**src/rtl/mtfc_pkg.sv**
```systemverilog
// Shared constants and types for the move-to-front id cache.
package mtfc_pkg;

  localparam int CACHE_ENTRIES_DEF = 32;
  localparam int TAG_W             = 16;
  localparam int REC_W             = 15;
  localparam int SLOT_OUT_W        = 5;

  localparam logic [REC_W-1:0] REC_MASK = 15'h7FFF;

  // Tag and valid bit that travel with a slot along the recency list.
  typedef struct packed {
    logic             valid;
    logic [TAG_W-1:0] tag;
  } mtfc_entry_t;

endpackage

```
**src/rtl/mtfc_cell.sv**
```systemverilog
// One recency-list position: holds a slot number with its tag, compares and shifts.
module mtfc_cell #(
  parameter int SLOT_W = 5,
  parameter int INDEX  = 0
) (
  input  logic                      clk,
  input  logic                      rst_n,
  input  logic                      lookup_vld,
  input  logic [mtfc_pkg::TAG_W-1:0] lookup_id,
  input  logic                      found_in,
  output logic                      found_out,
  input  logic [SLOT_W-1:0]         prev_slot,
  input  mtfc_pkg::mtfc_entry_t     prev_entry,
  output logic [SLOT_W-1:0]         slot_r,
  output mtfc_pkg::mtfc_entry_t     entry_r,
  output logic                      match
);
  import mtfc_pkg::*;

  logic             shift;
  logic             valid_r;
  logic [TAG_W-1:0] tag_r;

  assign entry_r   = '{valid: valid_r, tag: tag_r};
  assign match     = valid_r && (tag_r == lookup_id);
  assign found_out = found_in | match;
  // Positions up to and including the matching one move back by one.
  assign shift     = lookup_vld && !found_in;

  always_ff @(posedge clk) begin
    if (!rst_n) begin
      slot_r  <= SLOT_W'(INDEX);
      valid_r <= 1'b0;
    end else if (shift) begin
      slot_r  <= prev_slot;
      valid_r <= prev_entry.valid;
    end
  end

  always_ff @(posedge clk) begin
    if (shift) begin
      tag_r <= prev_entry.tag;
    end
  end

endmodule

```
**src/rtl/move_to_front_id_cache.sv**
```systemverilog
// Top level: move-to-front id cache built as a row of recency cells.
// Flow: start and in_name_id are registered; the registered lookup is then compared
//   and applied to the cell row while its result is registered onto out_strobe.
// Throughput: one lookup per cycle; busy stays low, the cell row updates on each lookup.
// Reset (synchronous, rst_n low): list holds slots 0..N-1 in order, all entries invalid.
// The receiver cannot stall; each result is shown for exactly one cycle.
module move_to_front_id_cache #(
  parameter int CACHE_ENTRIES = mtfc_pkg::CACHE_ENTRIES_DEF
) (
  input  logic                            clk,
  input  logic                            rst_n,
  input  logic                            start,
  output logic                            busy,
  input  logic [mtfc_pkg::TAG_W-1:0]      in_name_id,
  output logic                            out_strobe,
  output logic                            out_hit,
  output logic [mtfc_pkg::SLOT_OUT_W-1:0] out_slot,
  output logic [mtfc_pkg::REC_W-1:0]      out_record_index
);
  import mtfc_pkg::*;

  localparam int SLOT_W = $clog2(CACHE_ENTRIES);

  logic              lookup_vld_r;
  logic [TAG_W-1:0]  lookup_id_r;

  logic [SLOT_W-1:0] slot_q   [CACHE_ENTRIES];
  mtfc_entry_t       entry_q  [CACHE_ENTRIES];
  logic [CACHE_ENTRIES:0]   found;
  logic [CACHE_ENTRIES-1:0] match_vec;

  logic [SLOT_W-1:0] match_slot;
  logic [SLOT_W-1:0] front_slot;
  mtfc_entry_t       front_entry;
  logic              hit;
  logic [SLOT_W+SLOT_OUT_W-1:0] front_ext;
  logic [SLOT_W+SLOT_OUT_W-1:0] cell0_ext;

  logic                  out_strobe_r;
  logic                  out_hit_r;
  logic [SLOT_OUT_W-1:0] out_slot_r;
  logic [REC_W-1:0]      out_record_index_r;

  assign busy = 1'b0;

  always_ff @(posedge clk) begin
    if (!rst_n) begin
      lookup_vld_r <= 1'b0;
    end else begin
      lookup_vld_r <= start;
    end
  end

  always_ff @(posedge clk) begin
    if (start) begin
      lookup_id_r <= in_name_id;
    end
  end

  assign found[0] = 1'b0;
  assign hit      = found[CACHE_ENTRIES];

  always_comb begin
    match_slot = '0;
    for (int i = 0; i < CACHE_ENTRIES; i++) begin
      match_slot = match_slot | (match_vec[i] ? slot_q[i] : '0);
    end
  end

  // On a miss the back entry is retagged and moves to the front.
  assign front_slot  = hit ? match_slot : slot_q[CACHE_ENTRIES-1];
  assign front_entry = '{valid: 1'b1, tag: lookup_id_r};

  genvar g;
  generate
    for (g = 0; g < CACHE_ENTRIES; g++) begin : g_cell
      mtfc_cell #(
        .SLOT_W (SLOT_W),
        .INDEX  (g)
      ) u_cell (
        .clk        (clk),
        .rst_n      (rst_n),
        .lookup_vld (lookup_vld_r),
        .lookup_id  (lookup_id_r),
        .found_in   (found[g]),
        .found_out  (found[g+1]),
        .prev_slot  ((g == 0) ? front_slot  : slot_q[(g == 0) ? 0 : g-1]),
        .prev_entry ((g == 0) ? front_entry : entry_q[(g == 0) ? 0 : g-1]),
        .slot_r     (slot_q[g]),
        .entry_r    (entry_q[g]),
        .match      (match_vec[g])
      );
    end
  endgenerate

  assign front_ext = {{SLOT_OUT_W{1'b0}}, front_slot};
  assign cell0_ext = {{SLOT_OUT_W{1'b0}}, slot_q[0]};

  always_ff @(posedge clk) begin
    if (!rst_n) begin
      out_strobe_r <= 1'b0;
    end else begin
      out_strobe_r <= lookup_vld_r;
    end
  end

  always_ff @(posedge clk) begin
    if (lookup_vld_r) begin
      out_hit_r          <= hit;
      out_slot_r         <= front_ext[SLOT_OUT_W-1:0];
      out_record_index_r <= hit ? '0 : (lookup_id_r[REC_W-1:0] & REC_MASK);
    end
  end

  assign out_strobe       = out_strobe_r;
  assign out_hit          = out_hit_r;
  assign out_slot         = out_slot_r;
  assign out_record_index = out_record_index_r;

  // Tags of valid entries are unique, so at most one cell matches.
  a_match_onehot: assert property (@(posedge clk) disable iff (!rst_n)
    lookup_vld_r |-> $onehot0(match_vec))
    else $error("more than one cell matched the lookup id");

  a_strobe_follows: assert property (@(posedge clk) disable iff (!rst_n)
    start |=> ##1 out_strobe)
    else $error("accepted lookup produced no result strobe");

  a_hit_index_zero: assert property (@(posedge clk) disable iff (!rst_n)
    (out_strobe && out_hit) |-> (out_record_index == '0))
    else $error("record index nonzero on a hit");

  // The reported slot is the one now at the front of the list.
  a_front_slot: assert property (@(posedge clk) disable iff (!rst_n)
    out_strobe |-> (out_slot == cell0_ext[SLOT_OUT_W-1:0]))
    else $error("reported slot is not at the front of the list");

endmodule
```
**config.mk**
```make
export PLATFORM = sky130hd
export DESIGN_NAME = move_to_front_id_cache
export DESIGN_NICKNAME = d
export VERILOG_FILES = /design/src/rtl/mtfc_pkg.sv /design/src/rtl/mtfc_cell.sv /design/src/rtl/move_to_front_id_cache.sv
export SDC_FILE = /design/constraint.sdc
export NUM_CORES = 2
export LEC_CHECK = 0
export ABC_AREA = 1
export BUFFER_PORTS_ARGS = -buffer_cell sky130_fd_sc_hd__buf_2
export CAP_MARGIN = 30
export CORE_MARGIN = 10
export CORE_UTILIZATION = 25
export DETAILED_ROUTE_END_ITERATION = 10
export PLACE_DENSITY_LB_ADDON = 0.1
export SETUP_SLACK_MARGIN = 0.05
export SLEW_MARGIN = 5
export SYNTH_ARGS = -nofsm -noshare
export SYNTH_HDL_FRONTEND = slang
export SYNTH_HIERARCHICAL = 1
export SYNTH_SLANG_ARGS = --single-unit
```
**constraint.sdc**
```tcl
create_clock -name clk -period 6.9 [get_ports clk]
set_input_delay 1.035 -clock clk [delete_from_list [all_inputs] [get_ports clk]]
set_output_delay 1.035 -clock clk [all_outputs]
set_load 0.01 [all_outputs]
```
==> summary.md <==
| Metric | Value |
|---|---|
| Area grow syn2layout | 15.9% |
| Pleak | 22.7 nW |
| Slowest CP cell | edfxtp_1 |
| R2R depth | 66 |
| Vias in the first global route | 30900 |
| Dpl hpwl | 106 mm |
| Final non-filler cell total | 7732 |
| Reg2reg setup slack | 1000 ps |
| CTS tree | done |
| Dpl cell area | 42500 sq um |
| GR Overflow Total | 0 |
| Tot Pwr | 0.0108 W |
| Reg-to-reg startpoint | lookup_id_r[1] |
| Clock-pin slew on the worst setup and hold paths | 60 ps |
| DRT antenna net count | 0 |
| Avg Cell Area, Syn | 7.30 sq um |
| Initial Util | 25.2% |
| Max cap viols | 0 |
| Clk_lat worst skew | 710 ps |
| Worst Path Class, Setup | flip-flop to flip-flop |
| Setup TNS | 0 ps |
| Part of the power in combinational logic | 9.5% |
| Outcome | complete, no violations |
| Period minus WS final | 5900 ps |
| Worst-margin pin slew | 921 ps |
| IO buf count | 40 |
| Pre-CTS setup slack | 845 ps |
| Die width | 417 um |
| Post-route cell area | 45600 sq um |
| DRT Pass-1 Iters | 5 |
| Sw frac | 26.1% |
| Crit. path cell count | 66 |
| P_sw | 0.00282 W |
| WP data arrival | 6310 ps |
| Total number of yosys warnings | 6 |
| Placer Congestion | 0.827 |
| Post-Syn Area | 39400 sq um |
| Most common cell after layout, fill and taps aside | nand2_1 |
| Worst VDD drop | 0.178 mV |
| RSZ-0062 raised after global routing | false |
| CP startpoint | lookup_id_r[1] |
| Placement Rows | 145 |
| Commonest cells after routing, fill and taps aside | nand2_1, inv_1, nor2_1 |
| Setup crit end | g_cell[31].u_cell/tag_r[5] |
| Most used cell, CP | nand2_1 |
| Drt wl/cell | 17.9 um |
| Fin Clk Skew | 43.9 ps |
| Die height | 417 um |
| Clk network pwr share | 44.8% |
| CTS buffer count | 93 |
| CP bufs+invs | 31 |
| # hold bufs at CTS | 0 |
| Reg2Reg Capture Point | g_cell[31].u_cell/tag_r[5] |
| P per Cell Area | 236 nW/um^2 |
| CP Max Fanout | 30 |
| Core Area | 156000 sq um |
| Final nets | 5588 |
| Layout cells sized above 1 | 5.12% |
| CP Capture Type | flip-flop |
| DR vias | 32400 |
| I/O pin total | 42 |
| Startpoint Class | flip-flop |
| Wire length of the first global-routing pass | 203 mm |
| Largest delay share family, worst path | buffers and inverters |
| Dpl cells | 7529 |
| Initial antenna violation count | 10 |
| Htree depth | 3 |
| Drt via density | 4.19 |
| Routed WL | 138 mm |
| Flop pwr share | 45.7% |
| GRT Resource Usage Total | 15.6% |
| Pin count of the biggest net entering global routing | 68 |
| Internal power | 0.00795 W |
| First-iteration detailed-routing DRC count | 2194 |
| Mapped Cells | 5396 |
| Fin crit share | 85.5% |
| Slew headroom | 38.5% |
| Hold/Removal Path Class | flip-flop to flip-flop |
| Final number of max-transition violations | 0 |
| CTS Sinks | 743 |
| Residual DRC count | 0 |
| Crit path required time | 7300 ps |
| Post-route worst setup slack | 997 ps |
| Clk buf depth | 3 |
| Die area | 174000 sq um |
| Root Buffer | clkbuf_16 |
| CP max stage delay | 560 ps |
| Fin. Hold Viols | 0 |
| Fmax | 169 MHz |
| # setup viols final | 0 |
worst min path at each step:
stage,start,endpoint,slack [ps],cells after the start
after detailed placement,g_cell[19].u_cell/tag_r[14],g_cell[20].u_cell/tag_r[14],460,0
after global placement,g_cell[0].u_cell/tag_r[2],g_cell[1].u_cell/tag_r[2],450,0
after global routing,in_name_id[0],lookup_id_r[0],470,1
after CTS,in_name_id[0],lookup_id_r[0],450,1
after floorplan,g_cell[31].u_cell/slot_r[0],g_cell[31].u_cell/slot_r[0],440,2
final,g_cell[0].u_cell/tag_r[2],g_cell[1].u_cell/tag_r[2],460,0
cell type report:
class / instances / area (sq um)
Inverter: 1079 / 4050
Antenna cell: 25 / 62.6
Multi-Input combinational cell: 3541 / 14700
Clock inverter: 31 / 168
Timing Repair Buffer: 111 / 865
Fill cell: 17000 / 111000
Sequential cell: 743 / 20400
Clock buffer: 144 / 2830
Tap cell: 2058 / 2570
flip-flops by register name (all words and copies together), names as in the netlist:
register	cells
g_cell.u_cell/slot_r	160
lookup_vld_r	1
out_strobe	1
g_cell.u_cell/tag_r	512
out_record_index	15
out_slot	5
out_hit	1
lookup_id_r	16
g_cell.u_cell/valid_r	32
layer usage:
metal  GRT usage (%)  vias to the layer above  routed length [um]
met2            25.6                      465               62900
met1            20.6                    14900               65000
met3            2.27                      166                4670
li1                -                    16900                   -
met4            6.01                        0                5590
met5               0                        -                   0
per-stage QoR:
stage | util, % | hold WS [ps]
floorplan | - | 442
global placement | 27.1 | 453
detailed placement | 27.2 | 461
CTS | 29.1 | 453
global route | 29.2 | 474
finish | 29.2 | 465
power by group through the flow:
stage | registers [W] | clock network, W | logic [W]
after floorplan | 0.00507 | 0 | 0.000597
after global placement | 0.00502 | 0 | 0.00102
after detailed placement | 0.00502 | 0 | 0.00104
after CTS | 0.00492 | 0.00501 | 0.00104
after global routing | 0.00493 | 0.00518 | 0.00117
final | 0.00492 | 0.00482 | 0.00102
repair_timing:
action | in CTS | in global routing
endpoints found under the hold margin | 0 | 0
gates resized for setup | 0 | 3
setup buffers | 0 | 3
endpoints found under the setup margin | 0 | 22
Power figures use the tool's default switching activity.
